**src/hw/rtl/glbq_pkg.sv**
```systemverilog
// ----------------------------------------------------------------------------
// glbq_pkg
// Shared constants, payload codes and controller/datapath handshake structs
// for the grey-level bucket queue.
// ----------------------------------------------------------------------------
package glbq_pkg;

  localparam int LEVELS      = 256;
  localparam int STORE_DEPTH = 65536;

  localparam int LVL_W  = 8;                       // level field width
  localparam int IDX_W  = $clog2(LEVELS);          // level memory index
  localparam int LOW_W  = IDX_W + 1;               // lowest level, with "none"
  localparam int PIX_W  = 16;
  localparam int CNT_W  = 17;                      // counts, bases, fills
  localparam int SUM_W  = CNT_W + 1;
  localparam int SLOT_W = $clog2(STORE_DEPTH);
  localparam int LANE_W = IDX_W / 2;
  localparam int GRP_W  = IDX_W - LANE_W;
  localparam int LANES  = 1 << LANE_W;
  localparam int GROUPS = 1 << GRP_W;

  typedef enum logic [1:0] {
    OP_LOAD = 2'd0,
    OP_PUSH = 2'd1,
    OP_POP  = 2'd2,
    OP_NONE = 2'd3
  } op_t;

  typedef enum logic [1:0] {
    ST_OK    = 2'd0,
    ST_EMPTY = 2'd1,
    ST_FULL  = 2'd2
  } status_t;

  typedef struct packed {
    logic [CNT_W-1:0] base;
    logic [CNT_W-1:0] cap;
    logic [CNT_W-1:0] fill;
  } level_rec_t;

  typedef struct packed {
    logic capture;   // take the input transfer, read the level record
    logic exec;      // update level record, slot store, flags
    logic scan_grp;  // find first nonempty group
    logic scan_bit;  // find first nonempty level within the group
    logic load_out;  // fill the output register
  } cmd_t;

  typedef struct packed {
    logic need_scan;
    logic need_pix;
  } stat_t;

endpackage

```
**src/hw/rtl/glbq_ctrl.sv**
```systemverilog
// ----------------------------------------------------------------------------
// glbq_ctrl
// Sequencer of the bucket queue: accepts one operation, steps the datapath
// through update and rescan, and owns the output valid flag.
// ----------------------------------------------------------------------------
module glbq_ctrl (
  input  logic            clk,
  input  logic            rst_n,
  input  logic            in_valid,
  output logic            in_ready,
  output logic            out_valid,
  input  logic            out_ready,
  output glbq_pkg::cmd_t  cmd,
  input  glbq_pkg::stat_t stat
);

  typedef enum logic [4:0] {
    S_IDLE  = 5'b00001,
    S_EXEC  = 5'b00010,
    S_SCANG = 5'b00100,
    S_SCANB = 5'b01000,
    S_EMIT  = 5'b10000
  } state_t;

  state_t state_r, state_nxt;
  logic   out_valid_r, out_valid_nxt;
  logic   out_free;

  assign in_ready  = (state_r == S_IDLE);
  assign out_valid = out_valid_r;
  assign out_free  = !out_valid_r || out_ready;

  always_comb begin
    cmd           = '0;
    state_nxt     = state_r;
    out_valid_nxt = out_valid_r && !out_ready;
    case (state_r)
      S_IDLE: begin
        if (in_valid) begin
          cmd.capture = 1'b1;
          state_nxt   = S_EXEC;
        end
      end
      S_EXEC: begin
        cmd.exec = 1'b1;
        if (stat.need_scan) begin
          state_nxt = S_SCANG;
        end else if (stat.need_pix || !out_free) begin
          state_nxt = S_EMIT;
        end else begin
          cmd.load_out = 1'b1;
          state_nxt    = S_IDLE;
        end
      end
      S_SCANG: begin
        cmd.scan_grp = 1'b1;
        state_nxt    = S_SCANB;
      end
      S_SCANB: begin
        cmd.scan_bit = 1'b1;
        if (out_free) begin
          cmd.load_out = 1'b1;
          state_nxt    = S_IDLE;
        end else begin
          state_nxt = S_EMIT;
        end
      end
      S_EMIT: begin
        if (out_free) begin
          cmd.load_out = 1'b1;
          state_nxt    = S_IDLE;
        end
      end
      default: begin
        state_nxt = S_IDLE;
      end
    endcase
    if (cmd.load_out) begin
      out_valid_nxt = 1'b1;
    end
  end

  always_ff @(posedge clk) begin
    if (!rst_n) begin
      state_r     <= S_IDLE;
      out_valid_r <= 1'b0;
    end else begin
      state_r     <= state_nxt;
      out_valid_r <= out_valid_nxt;
    end
  end

endmodule

```
**config.mk**
```make
export PLATFORM = sky130hd
export DESIGN_NAME = glbq_ctrl
export DESIGN_NICKNAME = d
export VERILOG_FILES = /design/src/hw/rtl/glbq_pkg.sv /design/src/hw/rtl/glbq_ctrl.sv
export SDC_FILE = /design/constraint.sdc
export NUM_CORES = 1
export LEC_CHECK = 0
export BUFFER_PORTS_ARGS = -buffer_cell sky130_fd_sc_hd__buf_2
export CAP_MARGIN = 10
export CORE_AREA = 4 4 41 43
export DETAILED_ROUTE_END_ITERATION = 8
export DIE_AREA = 0 0 45 47
export PLACE_DENSITY = 0.56
export SYNTH_ARGS = -nofsm -noshare
export SYNTH_HDL_FRONTEND = slang
export SYNTH_SLANG_ARGS = --single-unit
```
**constraint.sdc**
```tcl
create_clock -name clk -period 4.2 [get_ports clk]
set_input_delay 1.26 -clock clk [delete_from_list [all_inputs] [get_ports clk]]
set_output_delay 1.26 -clock clk [all_outputs]
set_load 0.01 [all_outputs]
```
Word level (Yosys, flattened, before mapping):

Index checks and enable logic that the tools add are counted.

* bits of input ports: 6
* output and inout bits: 7
* flip-flop bits (word level): 6

* equality and inequality tests: 7
* muxes and demuxes: 16
* reductions and logical operators: 8

Operator list (number)
* 5-bit two-way mux: 5
* 5-bit one-hot mux with 5 select lines: 1
* 1-bit two-way mux: 9
* 5-bit by 1-bit == test with 1-bit output, second input constant: 1
* 5-bit by 2-bit == test with 1-bit output, second input constant: 1
* 5-bit by 3-bit == test with 1-bit output, second input constant: 1
* 5-bit by 4-bit == test with 1-bit output, second input constant: 1
* 5-bit == test, second input constant: 1
* 2-bit inequality test, second input constant: 2
* 1-bit logical NOT: 3
* 1-bit logical OR: 2
* 1-bit one-hot mux with 2 select lines: 1
* 2-bit AND reduction: 1
* 2-bit OR reduction: 1
* 1-bit logical AND: 1

Longest topological paths before layout:

* depth after elaboration: 8
* depth in mapped cells: 6
* gate-level depth less buffers: 6

Worst setup path after synthesis:

No wires, ideal clock.

* path kind: in2out
* from: input stat[0] in the netlist's numbering
* to: output cmd[0] in the netlist's numbering
* slack: 1.177 ns
* arrival: 1.763 ns
* cell stages on the path: 2
* cell sequence: o31a_1 > a21oi_2

RTL lines
* start: declaration: line glbq_ctrl.sv:14 `input glbq_pkg::stat_t stat`
* end: declaration: line glbq_ctrl.sv:13 `output glbq_pkg::cmd_t cmd,`

==> run_results.csv <==
group,metric,value,unit
clocking,h-tree-depth,1,
sta,fin_crit_sh,0.771,
hold_path,min_to,"out_valid",
critical_path,worstReg2RegStart,"state_r[0]",
critical_path,rrSetupSlack,2.80,ns
final_layout,drive_gt1_frac,0.400,
power_and_ir_drop,ir_drop,0.120,mV
yosys,synth.area.mux_share,0,
final_layout,multi_input_area,180,sq um
status,status,"finished, final reports clean",
floorplanning,die_h,47,um
clocking,cts_tree,"yes",
yosys,synth.most_common_cell,"dfxtp_1",
critical_path,cp.required,2.94,ns
sta,setup_viol,0,
hold_path,min_from,"out_valid",
clocking,clockRootBuffer,"clkbuf_4",
yosys,synth_top_area_share,0.381,
route,finalWirelength,722,um
sta,finClkSkew,0.00497,ns
clocking,clock_latency,0.24,ns
yosys,synthCells,35,
job,cap_violations,0,
floorplanning,initial_utilization,0.242,
critical_path,crit_path_top_delay_cell,"o31a_1",
yosys,synthesis.nets,41,
floorplanning,num_rows,13,
yosys,synth_compound_area_frac,0.214,
sta,tightest_slew,0.275,ns
yosys,synth_xor_area_frac,0,
sta,timing.fmax,309,MHz
global_route,grt_max_degree,6,
final_layout,final_area,417,sq um
yosys,async_flop_share,0,
global_route,antenna_found_initial,0,
floorplanning,core,0.00130,sq mm
clocking,clkSlewWorstSetupHoldPaths,0.05,ns
critical_path,path_buf_inv,2,
yosys,avgSynthCellArea,9.01,sq um
sta,rsz0062_at_grt,"false",
placed_design,dp_hpwl,604,um
yosys,synthFlopType,"dfxtp_1",
global_route,grt_pass1_vias,306,
floorplanning,ios,13,
sta,slew_headroom,0.816,
critical_path,regToRegEndpoint,"state_r[3]",
critical_path,cp_cell_sequence,"buf_2, o31a_1, a21oi_2, buf_2",
sta,setup_tns,0,ns
placed_design,placedInstanceArea,394,sq um
critical_path,critPathMostFrequentCell,"buf_2",
global_route,grt_use_total,0.0798,
critical_path,worstSetupStartpointType,"primary input",
final_layout,num_antenna_cells,0,
final_layout,fin_nets,58,
hold_path,min_path_type,"flop to flop",
yosys,synth_top_family_by_area,"simple AND/OR/NAND/NOR gates",
route,drt_pass1_iterations,3,
power_and_ir_drop,leakagePower,0.208,nW
sta,final.min_clock_period,3.24,ns
global_route,grt_pass1_wl,1.19,mm
critical_path,worst-path-max-fanout,2,
critical_path,criticalPathCategory,"primary input to output port",
critical_path,critPathTopFamily,"compound AO/OA/AOI/OAI gates",
hold_path,holdPathStages,3,
placed_design,io_buffer_count,12,
final_layout,area_delta_synth_final,32.1,%
clocking,numClockSinks,6,
clocking,cts_buffers,3,
clocking,clockBufferDepth,2,
route,wl_per_cell,11.1,um
critical_path,r2r_cells,4,
yosys,ys.warnings.count,0,
route,ant_nets,0,
yosys,ys_top_cells_by_area,"dfxtp_1, o21ai_0, and4bb_1",
critical_path,crit_cells,4,
yosys,ys_seq_area_frac,0.381,
clocking,ctsResizeCount,0,
route,vias,308,
placed_design,gp_congestion,0.713,
critical_path,crit_arrival,1.98,ns
clocking,ctsHoldBuffers,0,
route,drc_errors,0,
floorplanning,die_w,45,um
global_route,grt_overflow,0,
yosys,ys_top_cells_by_count,"dfxtp_1, inv_1, nor2_1, o21ai_0",
critical_path,cp_slowest_stage_delay,0.31,ns
yosys,synth-simple-area-share,0.357,
sta,hold_viol_final,0,
clocking,cts_setup_buffers,0,
final_layout,regArea,120,sq um
final_layout,nFillCells,146,
power_and_ir_drop,p_per_area,366,mW/mm^2
route,drt_iter0_drc,1,
yosys,synth_cell_types,24,
yosys,yosys.area.top_type,"dfxtp_1",
yosys,synth_seq_cells,6,
yosys,synth_fa_ha_area_frac,0,
sta,slew_viol_final,0,
critical_path,endpoint_kind,"output port",
route,viasPerCell,4.74,
yosys,synthesis.area,315,sq um
floorplanning,dieArea,0.00212,sq mm
yosys,synth-edff-count,0,
stage by stage:
step	instances	util	hold slack [ns]	power (mW)	worst slack [ns]
floorplan	35	-	0.624	0.0891	1.18
global placement	62	0.303	0.669	0.102	0.972
detailed placement	62	0.303	0.672	0.102	0.958
CTS	65	0.320	0.680	0.156	0.954
global route	65	0.320	0.709	0.163	0.904
finish	65	0.320	0.670	0.153	0.963
cell usage in the layout (no fill, tap or decap), types with 3 or more instances in the layout:
cell type,synthesis,routed
buf_2,0,12
clkbuf_4,0,3
dfxtp_1,6,6
inv_1,3,3
nor2_1,3,3
o21ai_0,3,3
registers in the layout, indices dropped and copies added, names as in the netlist:
signal,count
out_valid,1
state_r,5
per-layer routing:
layer  track usage  part of all wire
met5             0                 0
met4        0.0526                 0
met3        0.0230             0.069
met2         0.116              0.43
met1         0.103              0.50
layout make-up:
type / count / share of cell area
multi-input cells: 25 / 0.432
flip-flops and latches: 6 / 0.288
repair buffers: 12 / 0.144
clock buffers: 3 / 0.0541
well taps: 15 / 0.0450
inverters: 4 / 0.0360
worst register-to-register path, stage by stage (launching register included):
cell       delay, ns
dfxtp_1         0.32
nor2_1          0.17
nand4bb_1       0.20
o32a_1          0.38
and3_2          0.22
worst max-delay path by stage:
stage	startpoint	endpoint
global route	stat[0]	cmd[0]
floorplan	stat[0]	cmd[0]
detailed placement	stat[0]	cmd[0]
finish	stat[0]	cmd[0]
global placement	stat[0]	cmd[0]
CTS	stat[0]	cmd[0]
power breakdown:
part           internal [mW]  total (mW)  switching [mW]
clock network         0.0323      0.0523          0.0200
registers             0.0613      0.0642         0.00291
logic                 0.0170      0.0361          0.0191
cells by family (layout without fill, tap and decap cells):
| kind of cell | after synthesis | count (layout) |
|---|---|---|
| buf+inv | 4 | 19 |
| compound gates | 10 | 10 |
| simple gates | 15 | 15 |
| flops | 6 | 6 |
Note: power is estimated with default switching activity, not from simulation.
